$ cat config.mk
export PLATFORM = sky130hd
export DESIGN_NAME = button_click_event_detector
export DESIGN_NICKNAME = d
export VERILOG_FILES = /design/src/hdl/bced_pkg.sv /design/src/hdl/bced_front.sv /design/src/hdl/bced_queue.sv /design/src/hdl/bced_back.sv /design/src/hdl/button_click_event_detector.sv
export SDC_FILE = /design/constraint.sdc
export NUM_CORES = 1
export LEC_CHECK = 0
export BUFFER_PORTS_ARGS = -buffer_cell sky130_fd_sc_hd__buf_2
export CAP_MARGIN = 5
export CORE_MARGIN = 2
export CORE_UTILIZATION = 35
export DETAILED_ROUTE_END_ITERATION = 8
export GPL_TIMING_DRIVEN = 0
export SLEW_MARGIN = 10
export SYNTH_ARGS = -nofsm -noshare
export SYNTH_HDL_FRONTEND = slang
export SYNTH_SLANG_ARGS = --single-unit
$ cat constraint.sdc
create_clock -name clock -period 11.52 [get_ports clock]
set_clock_uncertainty 0.2 [all_clocks]
set_input_delay 3.456 -clock clock [delete_from_list [all_inputs] [get_ports clock]]
set_output_delay 3.456 -clock clock [all_outputs]
set_load 0.02 [all_outputs]
$ cat src/hdl/bced_pkg.sv
`default_nettype none

package bced_pkg;

   // Event codes carried on the result channel.
   typedef enum logic [1:0] {
      EV_PRESSED  = 2'd0,
      EV_RELEASED = 2'd1,
      EV_DOUBLE   = 2'd2,
      EV_LONG     = 2'd3
   } event_code_type;

   // Register indexes of the configuration port.
   typedef enum logic [1:0] {
      CSR_DEBOUNCE  = 2'd0,
      CSR_HOLD_TIME = 2'd1,
      CSR_CLICK_GAP = 2'd2
   } csr_index_type;

   localparam logic [15:0] DEBOUNCE_RESET  = 16'd50;
   localparam logic [15:0] HOLD_TIME_RESET = 16'd500;
   localparam logic [15:0] CLICK_GAP_RESET = 16'd300;

   // Number of short clicks in the window that makes a double click.
   localparam logic [1:0] DOUBLE_TALLY = 2'd2;

   localparam int QUEUE_DEPTH = 4;
   localparam int QPTR_W      = 2;

   // One classified sample: one or two events for one button.
   typedef struct packed {
      logic [1:0]     button;
      logic           two;
      event_code_type code0;
      event_code_type code1;
   } run_type;

   typedef struct packed {
      logic full;
      logic empty;
   } queue_status_type;

endpackage

`default_nettype wire

$ cat src/hdl/bced_front.sv
`default_nettype none

module bced_front #(
   parameter int NUM_BUTTONS = 3
) (
   input  wire logic            clock,
   input  wire logic            reset,
   input  wire logic            csr_write_enable,
   input  wire logic [1:0]      csr_index,
   input  wire logic [15:0]     csr_write_data,
   input  wire logic            accept,
   input  wire logic [1:0]      button_index,
   input  wire logic            is_down,
   input  wire logic [31:0]     now_ms,
   output      logic            push,
   output      bced_pkg::run_type push_run
);
   import bced_pkg::*;

   localparam int IDX_W = (NUM_BUTTONS > 1) ? $clog2(NUM_BUTTONS) : 1;
   localparam logic [5:0] NUM_B = 6'(NUM_BUTTONS);

   logic [15:0] debounce_ff, hold_time_ff, click_gap_ff;

   logic        raw_prev_ff     [NUM_BUTTONS];
   logic        stable_ff       [NUM_BUTTONS];
   logic [31:0] change_stamp_ff [NUM_BUTTONS];
   logic [31:0] press_stamp_ff  [NUM_BUTTONS];
   logic        long_fired_ff   [NUM_BUTTONS];
   logic [31:0] click_stamp_ff  [NUM_BUTTONS];
   logic [1:0]  click_tally_ff  [NUM_BUTTONS];

   logic [IDX_W-1:0] sel;
   logic        in_range;
   logic        changed, settled, trans, press, release_ev, dbl, long_ev;
   logic        in_window, take;
   logic [31:0] since_change, since_press, since_click;
   logic [1:0]  tally_inc, tally_in;

   always_ff @(posedge clock) begin
      if (reset) begin
         debounce_ff  <= DEBOUNCE_RESET;
         hold_time_ff <= HOLD_TIME_RESET;
         click_gap_ff <= CLICK_GAP_RESET;
      end else if (csr_write_enable) begin
         unique case (csr_index)
            CSR_DEBOUNCE:  debounce_ff  <= csr_write_data;
            CSR_HOLD_TIME: hold_time_ff <= csr_write_data;
            CSR_CLICK_GAP: click_gap_ff <= csr_write_data;
            default: ;
         endcase
      end
   end

   assign sel      = IDX_W'(button_index);
   assign in_range = {4'b0, button_index} < NUM_B;
   assign take     = accept && in_range;

   assign since_change = now_ms - change_stamp_ff[sel];
   assign since_press  = now_ms - press_stamp_ff[sel];
   assign since_click  = now_ms - click_stamp_ff[sel];

   // A fresh change restarts the debounce time, so it cannot settle now.
   assign changed    = is_down != raw_prev_ff[sel];
   assign settled    = !changed && (since_change > {16'b0, debounce_ff});
   assign trans      = settled && (is_down != stable_ff[sel]);
   assign press      = trans && is_down;
   assign release_ev = trans && !is_down;
   assign in_window  = since_click < {16'b0, click_gap_ff};
   assign tally_inc  = click_tally_ff[sel] + 2'd1;
   assign dbl        = release_ev && !long_fired_ff[sel] && in_window &&
                       (tally_inc >= DOUBLE_TALLY);
   assign long_ev    = settled && !trans && stable_ff[sel] && !long_fired_ff[sel] &&
                       (since_press > {16'b0, hold_time_ff});
   assign tally_in   = !in_window ? 2'd1 : (tally_inc >= DOUBLE_TALLY) ? 2'd0 : tally_inc;

   always_comb begin
      push_run.button = button_index;
      push_run.two    = dbl;
      push_run.code0  = press ? EV_PRESSED : dbl ? EV_DOUBLE :
                        release_ev ? EV_RELEASED : EV_LONG;
      push_run.code1  = EV_RELEASED;
   end

   assign push = take && (press || release_ev || long_ev);

   always_ff @(posedge clock) begin
      if (reset) begin
         for (int i = 0; i < NUM_BUTTONS; i++) begin
            raw_prev_ff[i]     <= 1'b0;
            stable_ff[i]       <= 1'b0;
            change_stamp_ff[i] <= '0;
            press_stamp_ff[i]  <= '0;
            long_fired_ff[i]   <= 1'b0;
            click_stamp_ff[i]  <= '0;
            click_tally_ff[i]  <= '0;
         end
      end else if (take) begin
         raw_prev_ff[sel] <= is_down;
         if (changed) begin
            change_stamp_ff[sel] <= now_ms;
         end
         if (trans) begin
            stable_ff[sel] <= is_down;
         end
         if (press) begin
            press_stamp_ff[sel] <= now_ms;
            long_fired_ff[sel]  <= 1'b0;
         end
         if (long_ev) begin
            long_fired_ff[sel] <= 1'b1;
         end
         // A release that ends a long press does not count as a click.
         if (release_ev && !long_fired_ff[sel]) begin
            click_stamp_ff[sel] <= now_ms;
            click_tally_ff[sel] <= tally_in;
         end
      end
   end

endmodule

`default_nettype wire

$ cat src/hdl/bced_queue.sv
`default_nettype none

module bced_queue (
   input  wire logic                   clock,
   input  wire logic                   reset,
   input  wire logic                   push,
   input  wire bced_pkg::run_type      push_run,
   input  wire logic                   pop,
   output      bced_pkg::run_type      head_run,
   output      bced_pkg::queue_status_type status
);
   import bced_pkg::*;

   run_type           entry_ff [QUEUE_DEPTH];
   logic [QPTR_W-1:0] wr_ptr_ff, wr_ptr_in, rd_ptr_ff, rd_ptr_in;
   logic [QPTR_W:0]   count_ff, count_in;
   logic              do_push, do_pop;

   assign status.full  = count_ff == (QPTR_W+1)'(QUEUE_DEPTH);
   assign status.empty = count_ff == '0;
   assign do_push      = push && !status.full;
   assign do_pop       = pop && !status.empty;
   assign head_run     = entry_ff[rd_ptr_ff];

   always_comb begin
      wr_ptr_in = do_push ? wr_ptr_ff + 1'b1 : wr_ptr_ff;
      rd_ptr_in = do_pop ? rd_ptr_ff + 1'b1 : rd_ptr_ff;
      count_in  = count_ff + (QPTR_W+1)'(do_push) - (QPTR_W+1)'(do_pop);
   end

   always_ff @(posedge clock) begin
      if (reset) begin
         wr_ptr_ff <= '0;
         rd_ptr_ff <= '0;
         count_ff  <= '0;
      end else begin
         wr_ptr_ff <= wr_ptr_in;
         rd_ptr_ff <= rd_ptr_in;
         count_ff  <= count_in;
      end
   end

   always_ff @(posedge clock) begin
      if (do_push) begin
         entry_ff[wr_ptr_ff] <= push_run;
      end
   end

endmodule

`default_nettype wire

$ cat src/hdl/bced_back.sv
`default_nettype none

module bced_back (
   input  wire logic                       clock,
   input  wire logic                       reset,
   input  wire bced_pkg::run_type          head_run,
   input  wire bced_pkg::queue_status_type status,
   output      logic                       pop,
   output      logic                       rsp_valid,
   input  wire logic                       rsp_stall,
   output      logic [1:0]                 rsp_event_button,
   output      logic [1:0]                 rsp_event_code,
   output      logic                       rsp_last_of_run
);
   import bced_pkg::*;

   logic           valid_ff, valid_in;
   logic           second_ff, second_in;
   logic [1:0]     button_ff;
   event_code_type code_ff;
   logic           last_ff;
   logic           load, last_now;

   // The output register is refilled whenever it is empty or being taken.
   assign load     = !status.empty && (!valid_ff || !rsp_stall);
   assign last_now = !head_run.two || second_ff;
   assign pop      = load && last_now;

   always_comb begin
      valid_in  = load ? 1'b1 : (valid_ff && rsp_stall);
      second_in = load ? !last_now : second_ff;
   end

   always_ff @(posedge clock) begin
      if (reset) begin
         valid_ff  <= 1'b0;
         second_ff <= 1'b0;
      end else begin
         valid_ff  <= valid_in;
         second_ff <= second_in;
      end
   end

   always_ff @(posedge clock) begin
      if (load) begin
         button_ff <= head_run.button;
         code_ff   <= second_ff ? head_run.code1 : head_run.code0;
         last_ff   <= last_now;
      end
   end

   assign rsp_valid        = valid_ff;
   assign rsp_event_button = button_ff;
   assign rsp_event_code   = code_ff;
   assign rsp_last_of_run  = last_ff;

endmodule

`default_nettype wire

$ cat src/hdl/button_click_event_detector.sv
// Button click event detector for several buttons.
// The req channel carries one raw sample per transfer: the button index, the sampled
// level (1 = pressed) and a millisecond timestamp that wraps modulo 2^32. The rsp
// channel carries events (pressed, released, double click, long press), each with
// its button and a flag that marks the last event caused by one sample; a sample
// causes zero, one or two events.
// The csr port writes the debounce, long-press and double-click times (16 bits,
// milliseconds) at any edge with csr_write_enable high; write only while idle.
// Samples are taken one per cycle while req_stall is low. Each event passes through
// the queue into the rsp register; the second event of a sample is loaded as the first is taken.
// A four-entry queue sits between the classifying front end and the output stage, so
// req_stall rises only when that queue is full, which happens when the receiver
// holds rsp_stall or when two-event runs arrive faster than they drain.
// Samples for a button index at or beyond NUM_BUTTONS are taken and ignored.
// Synchronous reset puts every button in the released state with no clicks counted,
// restores the register defaults (50, 500, 300) and empties the queue and output.
`default_nettype none

module button_click_event_detector #(
   parameter int NUM_BUTTONS = 3
) (
   input  wire logic        clock,
   input  wire logic        reset,
   input  wire logic        csr_write_enable,
   input  wire logic [1:0]  csr_index,
   input  wire logic [15:0] csr_write_data,
   input  wire logic        req_valid,
   output      logic        req_stall,
   input  wire logic [1:0]  req_button_index,
   input  wire logic        req_is_down,
   input  wire logic [31:0] req_now_ms,
   output      logic        rsp_valid,
   input  wire logic        rsp_stall,
   output      logic [1:0]  rsp_event_button,
   output      logic [1:0]  rsp_event_code,
   output      logic        rsp_last_of_run
);
   import bced_pkg::*;

   logic             accept;
   logic             push, pop;
   run_type          push_run, head_run;
   queue_status_type status;

   // The front end takes a sample whenever the queue has room.
   assign req_stall = status.full;
   assign accept    = req_valid && !req_stall;

   bced_front #(
      .NUM_BUTTONS (NUM_BUTTONS)
   ) u_front (
      .clock            (clock),
      .reset            (reset),
      .csr_write_enable (csr_write_enable),
      .csr_index        (csr_index),
      .csr_write_data   (csr_write_data),
      .accept           (accept),
      .button_index     (req_button_index),
      .is_down          (req_is_down),
      .now_ms           (req_now_ms),
      .push             (push),
      .push_run         (push_run)
   );

   bced_queue u_queue (
      .clock    (clock),
      .reset    (reset),
      .push     (push),
      .push_run (push_run),
      .pop      (pop),
      .head_run (head_run),
      .status   (status)
   );

   bced_back u_back (
      .clock            (clock),
      .reset            (reset),
      .head_run         (head_run),
      .status           (status),
      .pop              (pop),
      .rsp_valid        (rsp_valid),
      .rsp_stall        (rsp_stall),
      .rsp_event_button (rsp_event_button),
      .rsp_event_code   (rsp_event_code),
      .rsp_last_of_run  (rsp_last_of_run)
   );

   // The only two-event run is a double click followed by its release.
   a_first_is_double: assert property (@(posedge clock) disable iff (reset)
      (rsp_valid && !rsp_last_of_run) |-> (rsp_event_code == EV_DOUBLE))
      else $error("first event of a two-event run is not a double click");

   // Once the first event of a run is taken, the release follows at once.
   a_second_follows: assert property (@(posedge clock) disable iff (reset)
      (rsp_valid && !rsp_stall && !rsp_last_of_run) |=>
      (rsp_valid && rsp_last_of_run && rsp_event_code == EV_RELEASED))
      else $error("second event of a run did not follow");

   // A full queue must hold off the request side.
   a_stall_when_full: assert property (@(posedge clock) disable iff (reset)
      (push && status.full) |-> 1'b0)
      else $error("event run pushed into a full queue");

endmodule

`default_nettype wire

==> flow_metrics.tcl, run 1 <==
set metrics [dict create \
    status "complete, no violations" \
    netlist_instances 2370 \
    tightest_slew_ns 1.24 \
    total_power_mw 4.87 \
    die_x_um 282 \
    ys_types 83 \
    finalHoldViolCount 0 \
    initial_utilization_pct 35.5 \
    htreeDepth 2 \
    routedWlPerCell_um 22.0 \
    critPathRequiredTime_ns 11.64 \
    hold_depth 2 \
    clk_latency_ns 0.63 \
    antennaDiodeCount 0 \
    drt_iter0_drc 1680 \
    pre_cts_ws_ns -2.34 \
    crit_type "in -> reg" \
    ff_latch_area_um2 14100 \
    multiInputGateArea_um2 12200 \
    arrival_ns 11.14 \
    syn_area_um2 27000 \
    vdd_drop_max_mv 0.133 \
    cts_tree "yes" \
    crit_family "compound AO/OA/AOI/OAI gates" \
    grtUsageTotal_pct 20.4 \
    crit_buf_inv 6 \
    ys_seq_area_share_pct 52.0 \
    dr_total_vias 19600 \
    vias_per_cell 5.33 \
    setup_ws_ns 0.500 \
    power.leakage_nw 11.9 \
    place.gp.congestion 0.940 \
    grt_pass1_wl_mm 121 \
    yosys_register_bits 488 \
    grt_overflow_total 0 \
    hold_class "reg -> reg" \
    core.rowCount 101 \
    core_um2 76200 \
    rsz0062_at_grt "no" \
    cts_hold_buf 0 \
    die-area_um2 79500 \
    area_growth_pct 15.0 \
    final_util_pct 40.8 \
    cts_buffers 55 \
    postRouteAntennaNets 0 \
    async_flop_share_pct 0 \
    grt_pass1_vias 20000 \
    endpoint_kind "register" \
    cp_max_fo 24 \
    cts.sinks 488 \
    routed_wl_mm 80.7 \
    layout_commonest_cell "edfxtp_1" \
    synthTopCellsByArea "edfxtp_1, mux4_2, ha_1" \
    post-cts-setup-buffers 0 \
    remaining_drc_errors 0 \
    drv_cap 0 \
    syn_avg_cell_area_um2 11.4 \
    clk_pin_slew_ns 0.06 \
    crit_path_frequent_cell "o21ai_0" \
    synth_edf_count 429 \
    final_nets 2811 \
    startpoint_type "input port" \
    clock_path_buffers 3 \
    fin_crit_ns 11.02 \
    port-buffer-count 63 \
    drive_gt1_share_pct 11.7 \
    fillers 7267 \
    cp.depth 28 \
    slew_headroom_pct 16.7 \
    p_per_area_nw_per_um2 157 \
    post-route-period-util_pct 95.7 \
    grt_max_degree 33 \
    cts-root-buf "clkbuf_16" \
    grt_antenna_before_repair 1 \
    finalSetupViolCount 0 \
    slew_violations 0 \
    synth_warnings 0 \
    firstDrtPassIters 5 \
    yosys.area.top_type_share_pct 47.6 \
    hpwl_mm 60.4 \
    fp.dieH_um 282 \
    max_freq_mhz 90.7 \
    slowest_delay_ns 0.59 \
    synthFlopType "edfxtp_1" \
    synth_top_area_cell "edfxtp_1" \
    layout_common_cells "edfxtp_1, inv_1, nand2_1" \
    crit_path_top_delay_cell "mux4_2" \
    reg2reg_depth 24 \
    ios 65 \
]
## layer usage
| metal | up-vias | global-route usage, % | part of all wire [%] |
|---|---|---|---|
| met5 | - | 0 | 0 |
| met4 | 0 | 5.93 | 2.8 |
| met3 | 127 | 3.63 | 7.0 |
| met2 | 646 | 34.3 | 48 |
| met1 | 9741 | 26.8 | 43 |
| li1 | 9064 | - | - |
## synthesized netlist by cell type (10+ instances only)
cell type  count
nand2_1      201
nor2b_1       19
nor2_1       144
xor2_1        25
nand2b_1      14
ha_1         149
nor3_1        90
buf_1         16
a31oi_1       11
a21o_1        31
clkbuf_1      94
o21bai_1      13
xnor2_1       42
edfxtp_1     429
and3_1        11
a21oi_1      164
o21ai_0       75
dfxtp_1       59
o21a_1        17
a211oi_1      13
o211ai_1      27
mux4_2       105
nor4_1        12
nand4_1       36
mux2i_1       10
and2_1       169
inv_1        213
nand3_1       32
## flip-flops by register name, summed over array words and instances (netlist names), 8 cells and up, named ones only
signal,cells
u_queue.entry_ff,20
u_front.change_stamp_ff,128
u_front.debounce_ff,16
u_front.click_tally_ff,8
u_front.click_gap_ff,16
u_front.hold_time_ff,16
u_front.press_stamp_ff,128
u_front.click_stamp_ff,128
## final timing paths
kind	startpoint	to	slack (ns)
setup reg to reg	u_front.change_stamp_ff[3][4]	u_front.click_stamp_ff[2][29]	4.22
setup / recovery	req_button_index[0]	u_front.click_stamp_ff[2][29]	0.50
hold reg to reg	u_front.click_gap_ff[12]	u_front.click_gap_ff[12]	0.26
hold / removal	u_front.click_gap_ff[12]	u_front.click_gap_ff[12]	0.26
## kinds of logic after synthesis
kind of cell | Yosys count | share of synthesized area [%]
and+or+nand+nor | 775 | 14.4
DFF | 488 | 52.0
AOI/OAI and AO/OA | 436 | 10.3
buffers and inverters | 330 | 4.61
adders and majority gates | 153 | 7.19
muxes | 120 | 9.32
xor gates and xnor gates | 67 | 2.17
other | 1 | 0.0139
## where the power goes
group | total (mW) | switching [mW] | internal (mW) | leakage (nW)
logic | 1.07 | 0.674 | 0.394 | 6.22
clock network | 1.73 | 0.738 | 0.993 | 0.856
registers | 2.07 | 0.0341 | 2.03 | 4.82
total | 4.87 | 1.45 | 3.42 | 11.9
## final cells by class
cell class	instances	area share [%]
Clock buffer	67	4.70
Inverter	213	2.57
Tap cell	1030	4.15
Clock inverter	34	0.978
Sequential cell	488	45.2
Timing Repair Buffer	72	1.65
Buffer	114	1.50
Multi-Input combinational cell	1656	39.2
## metrics by stage
step	cell area [um^2]	instances	hold WS, ns	TNS [ns]
6_report	31100	3674	0.256	0
5_1_grt	31100	3674	0.278	0
4_1_cts	31100	3675	0.257	0
3_5_place_dp	29300	3576	0.249	-658.84
3_3_place_gp	29000	3567	0.244	-764.40
2_1_floorplan	27400	2474	0.234	0
## worst min-delay path, stage by stage (launching register included)
cell     delay [ns]
dfxtp_1        0.31
nand2_1        0.05
a21oi_1        0.05
## what timing repair did
item / in CTS / in global routing
endpoints found under the setup margin: 441 / 262
resized for setup: 15 / 9
pin swaps: 0 / 0
(Power assumes the default switching activity.)
==> inputs of run 2 (changes only) <==
--- a/config.mk
+++ b/config.mk
@@ -10,8 +10,10 @@
 export CORE_MARGIN = 2
 export CORE_UTILIZATION = 35
 export DETAILED_ROUTE_END_ITERATION = 8
+export GPL_ROUTABILITY_DRIVEN = 1
 export GPL_TIMING_DRIVEN = 0
 export SLEW_MARGIN = 10
 export SYNTH_ARGS = -nofsm -noshare
 export SYNTH_HDL_FRONTEND = slang
+export SYNTH_HIERARCHICAL = 1
 export SYNTH_SLANG_ARGS = --single-unit
==> flow_metrics.tcl, run 2 <==
set metrics [dict create \
    ios 65 \
    grt_pass1_wl_mm 117 \
    grt_max_degree 29 \
    slew_violations 0 \
    dr_total_vias 19300 \
    arrival_ns 11.26 \
    die-area_um2 81200 \
    async_flop_share_pct 0 \
    synthTopCellsByArea "edfxtp_1, mux4_2, ha_1" \
    p_per_area_nw_per_um2 153 \
    netlist_instances 2346 \
    dpl.cell_count 3573 \
    drive_gt1_share_pct 12.3 \
    crit_type "in -> reg" \
    reg.largest.list "u_front/change_stamp_ff x128, u_front/click_stamp_ff x128, u_front/press_stamp_ff x128" \
    layout_commonest_cell "edfxtp_1" \
    htreeDepth 2 \
    fin_cells 3675 \
    hold_depth 2 \
    synth_edf_count 437 \
    postRouteAntennaNets 0 \
    cp_max_fo 16 \
    yosys.area.top_type_share_pct 47.5 \
    critPathRequiredTime_ns 11.80 \
    grtUsageTotal_pct 19.1 \
    vias_per_cell 5.26 \
    die_x_um 285 \
    final_nets 2788 \
    status "complete, no violations" \
    r2r_slack_ns 4.39 \
    vdd_drop_max_mv 0.117 \
    cts-root-buf "clkbuf_16" \
    power.leakage_nw 12.2 \
    syn_avg_cell_area_um2 11.8 \
    core.rowCount 103 \
    max_freq_mhz 91.1 \
    drv_cap 0 \
    remaining_drc_errors 0 \
    port-buffer-count 63 \
    clk_latency_ns 0.63 \
    syn_area_um2 27600 \
    slew_headroom_pct 26.9 \
    cts.sinks 496 \
    cts_tree "yes" \
    synthFlopType "edfxtp_1" \
    initial_utilization_pct 35.2 \
    finalSetupViolCount 0 \
    hpwl_mm 56.4 \
    hp-start "u_front/hold_time_ff[10]" \
    r2r-start "u_front/change_stamp_ff[3][4]" \
    routedWlPerCell_um 21.3 \
    endpoint_kind "register" \
    ys_seq_area_share_pct 51.8 \
    synth_top_area_cell "edfxtp_1" \
    cts_hold_buf 0 \
    synth.most_common_cell "edfxtp_1" \
    final_util_pct 40.3 \
    core_um2 78500 \
    startpoint_type "input port" \
    drt_iter0_drc 1749 \
    place.gp.congestion 0.894 \
    ys_types 86 \
    post-route-period-util_pct 95.3 \
    tightest_slew_ns 1.10 \
    cts_buffers 54 \
    yosys_register_bits 496 \
    crit_path_top_delay_cell "buf_2" \
    grt_overflow_total 0 \
    hold_class "reg -> reg" \
    fp.dieH_um 285 \
    holdPathEnd "u_front/hold_time_ff[10]" \
    fillers 7435 \
    layout_common_cells "edfxtp_1, and2_1, nand2_1" \
    rsz0062_at_grt "no" \
    finalHoldViolCount 0 \
    area_growth_pct 14.6 \
    yosys-top-cells-count "edfxtp_1, and2_1, nand2_1" \
    routed_wl_mm 78.3 \
    grt_antenna_before_repair 5 \
    firstDrtPassIters 6 \
    fin_crit_ns 10.98 \
    clock_path_buffers 3 \
    reg2reg_depth 31 \
    clk_pin_slew_ns 0.06 \
    grt_pass1_vias 19200 \
    synth_warnings 6 \
    r2r_end "u_queue/count_ff[2]" \
    slowest_delay_ns 0.51 \
]
-- run 2: cell types whose count changed after synthesis, moves of 9 or more --
cell,before,now
xor2_1,25,34
inv_1,213,176
and2_1,169,258
a21o_1,31,40
and3_1,11,40
clkbuf_1,94,82
nand2_1,201,182
nor3_1,90,33
nor2_1,144,87
-- run 2: power breakdown --
group	leakage [nW]	switching [mW]	internal [mW]
registers	4.90	0.0307	2.06
clock network	0.856	0.738	0.997
logic	6.41	0.635	0.383
total	12.2	1.40	3.44
-- run 2: repair_timing --
action | in CTS | in global routing
gates resized for setup | 10 | 9
buffers inserted | 1 | 0
hold endpoints to repair | 0 | 0
pin swaps | 1 | 0
endpoints found under the setup margin | 279 | 2
-- run 2: how the worst max path moves through the flow --
stage,end,depth (start not counted),start,slack [ns]
floorplan,u_queue/count_ff[2],34,req_button_index[0],0.91
global placement,u_front/long_fired_ff[0],25,req_button_index[0],-2.99
detailed placement,u_queue/count_ff[2],34,req_button_index[0],-1.94
CTS,u_queue/count_ff[2],34,req_button_index[0],0.1
global route,u_queue/count_ff[2],34,req_button_index[1],0.13
finish,u_queue/count_ff[2],34,req_button_index[1],0.54
-- run 2: per-layer routing --
metal | vias up | routed length (um) | global-route usage [%]
met1 | 9552 | 35200 | 26.6
met3 | 113 | 5540 | 3.74
met5 | - | 0 | 0
li1 | 9022 | - | -
met2 | 639 | 35400 | 30.3
met4 | 0 | 2130 | 5.58
-- run 2: cell type report --
type | count | area [um^2] | share of cell area [%]
flip-flops and latches | 496 | 14300 | 45.2
multi-input cells | 1666 | 12600 | 39.8
clock buffers | 66 | 1430 | 4.53
well taps | 1050 | 1310 | 4.15
inverters | 178 | 668 | 2.11
repair buffers | 73 | 503 | 1.59
plain buffers | 108 | 497 | 1.57
clock inverters | 33 | 312 | 0.984
diodes | 5 | 12.5 | 0.0395
-- run 2: logic make-up (layout without fill, tap and decap cells) --
logic type | after synthesis | after routing | synth area share (%)
AND/OR/NAND/NOR | 781 | 781 | 15.4
flip-flops | 496 | 496 | 51.8
AO/OA/AOI/OAI | 432 | 432 | 9.96
buffers and inverters | 289 | 458 | 4.19
adder cells (fa/ha/maj) | 153 | 153 | 7.04
multiplexers | 121 | 121 | 9.29
XOR/XNOR | 72 | 72 | 2.28
other | 2 | 112 | 0.0272
-- run 2: per-stage QoR --
stage / hold WS [ns] / area (um^2) / total power [mW] / setup TNS, ns / setup slack (ns)
final: 0.260 / 31600 / 4.84 / 0 / 0.538
after global routing: 0.293 / 31600 / 5.06 / 0 / 0.135
after CTS: 0.260 / 31700 / 4.88 / 0 / 0.0989
after detailed placement: 0.251 / 29900 / 3.13 / -329.27 / -1.94
after global placement: 0.251 / 29600 / 3.11 / -586.66 / -2.99
after floorplan: 0.236 / 28000 / 2.82 / 0 / 0.908
-- run 2: worst max-delay path, delay by kind of cell --
kind	cells	cell delay (ns)
simple gates	8	1.32
compound gates	9	2.09
mux	1	0.36
buf+inv	8	1.98
fa+ha+maj	5	1.49
xor+xnor	3	0.51
==> inputs of run 3 (changes only) <==
--- a/config.mk
+++ b/config.mk
@@ -10,8 +10,9 @@
 export CORE_MARGIN = 2
 export CORE_UTILIZATION = 35
 export DETAILED_ROUTE_END_ITERATION = 8
-export GPL_ROUTABILITY_DRIVEN = 1
+export GPL_ROUTABILITY_DRIVEN = 0
 export GPL_TIMING_DRIVEN = 0
+export PLACE_DENSITY = 0.54
 export SLEW_MARGIN = 10
 export SYNTH_ARGS = -nofsm -noshare
 export SYNTH_HDL_FRONTEND = slang
==> flow_metrics.tcl, run 3 (same netlist as run 2, synthesis figures left out) <==
set metrics [dict create \
    grt_pass1_wl_mm 120 \
    layout_common_cells "edfxtp_1, and2_1, nand2_1" \
    placed_area_um2 29900 \
    fin_crit_ns 10.95 \
    slew_violations 0 \
    dpl.cell_count 3573 \
    final_nets 2791 \
    fin_cells 3678 \
    grt_pass1_vias 19700 \
    finalHoldViolCount 0 \
    cts-root-buf "clkbuf_16" \
    clk_pin_slew_ns 0.06 \
    initial_utilization_pct 35.2 \
    cts.sinks 496 \
    rsz0062_at_grt "no" \
    grt_overflow_total 0 \
    grtUsageTotal_pct 19.6 \
    setup_tns_ns 0 \
    layout_commonest_cell "edfxtp_1" \
    slowest_delay_ns 0.56 \
    crit_family "buffers and inverters" \
    met2_usage_pct 32.9 \
    critPathRequiredTime_ns 11.85 \
    vdd_drop_max_mv 0.118 \
    arrival_ns 11.28 \
    startpoint_type "input port" \
    status "complete, no violations" \
    drv_cap 0 \
    core_um2 78500 \
    power.leakage_nw 12.2 \
    drive_gt1_share_pct 12.4 \
    fillers 7451 \
    cts_tree "yes" \
    multiInputGateArea_um2 12600 \
    endpoint_kind "register" \
    routedWlPerCell_um 21.6 \
    hpwl_mm 57.5 \
    dr_total_vias 19400 \
    crit_type "in -> reg" \
    crit_buf_inv 8 \
    routed_wl_mm 79.6 \
    drt_iter0_drc 1752 \
    grt_antenna_before_repair 2 \
    ios 65 \
    cts_hold_buf 0 \
    area_growth_pct 14.7 \
    met1_usage_pct 25.8 \
    crit_path_top_delay_cell "clkbuf_1" \
    die-area_um2 81200 \
    pre_cts_ws_ns -1.96 \
    finalSetupViolCount 0 \
    postRouteAntennaNets 0 \
    core.rowCount 103 \
    p_per_area_nw_per_um2 153 \
    tightest_slew_ns 1.27 \
    r2r_slack_ns 4.33 \
    die_x_um 285 \
    htreeDepth 2 \
    vias_per_cell 5.28 \
    reg.largest.list "u_front/change_stamp_ff x128, u_front/click_stamp_ff x128, u_front/press_stamp_ff x128" \
    cp_max_fo 16 \
    hold_class "reg -> reg" \
    clk_latency_ns 0.66 \
    slew_headroom_pct 15.5 \
    cts_buffers 57 \
    clock_path_buffers 3 \
    busiest_layer "met2" \
    postLayoutCellArea_um2 31700 \
    port-buffer-count 63 \
    post-route-period-util_pct 95.1 \
    hold_ws_ns 0.264 \
    fp.dieH_um 285 \
    ff_latch_area_um2 14300 \
    remaining_drc_errors 0 \
    setup_ws_ns 0.569 \
    max_freq_mhz 91.3 \
    grt_max_degree 24 \
    firstDrtPassIters 6 \
    gr-usage-met3_pct 3.37 \
]
## run 3: cell types whose count changed in the layout (fill, tap and decap cells not counted), moves of 2 or more
cell | before | now
clkinvlp_4 | 2 | 5
diode_2 | 5 | 3
clkbuf_16 | 54 | 57
inv_6 | 5 | 1
clkinv_2 | 7 | 9
bufinv_16 | 5 | 2
clkbuf_1 | 84 | 88
buf_1 | 7 | 5
## run 3: cell type report
cell class	count	area share [%]
antenna	3	0.0237
buffer	108	1.58
clock buffer	71	4.74
clock inverter	33	0.865
inverter	178	2.11
multi-input combinational	1666	39.8
sequential	496	45.1
tap	1050	4.15
timing repair buffer	73	1.59
## run 3: worst paths after layout
kind | end | depth (start not counted) | from
max | u_queue/count_ff[2] | 32 | req_button_index[1]
min | u_front/debounce_ff[11] | 2 | u_front/debounce_ff[11]
max reg2reg | u_queue/count_ff[2] | 30 | u_front/change_stamp_ff[3][6]
min reg2reg | u_front/debounce_ff[11] | 2 | u_front/debounce_ff[11]
## run 3: worst min-delay path, stage by stage (launching register included)
cell	delay, ns
dfxtp_1	0.31
nand2_1	0.05
a21oi_1	0.05
## run 3: layer usage
layer / up-vias / routed length (um) / part of all wire (%)
met5: - / 7 / 0.0088
met4: 2 / 2550 / 3.2
met3: 135 / 5010 / 6.3
met2: 595 / 37800 / 48
met1: 9646 / 34200 / 43
li1: 9026 / - / -
## run 3: power by group
part / switching (mW) / leakage (nW) / total [mW] / internal, mW
combinational: 0.647 / 6.42 / 1.03 / 0.385
clock: 0.763 / 0.857 / 1.74 / 0.972
sequential: 0.0294 / 4.90 / 2.09 / 2.06
total: 1.44 / 12.2 / 4.86 / 3.42
## run 3: repair_timing
item | 4_1_cts | 5_1_grt
resized for setup | 11 | 9
pin swaps | 1 | 0
gates cloned | 0 | 0
buffers inserted | 1 | 0
endpoints found under the setup margin | 289 | 24
## run 3: stage by stage
| step | util (%) | power, mW |
|---|---|---|
| after floorplan | - | 2.82 |
| after global placement | 37.8 | 3.12 |
| after detailed placement | 38.1 | 3.15 |
| after CTS | 40.4 | 4.90 |
| after global routing | 40.4 | 5.09 |
| final | 40.4 | 4.86 |
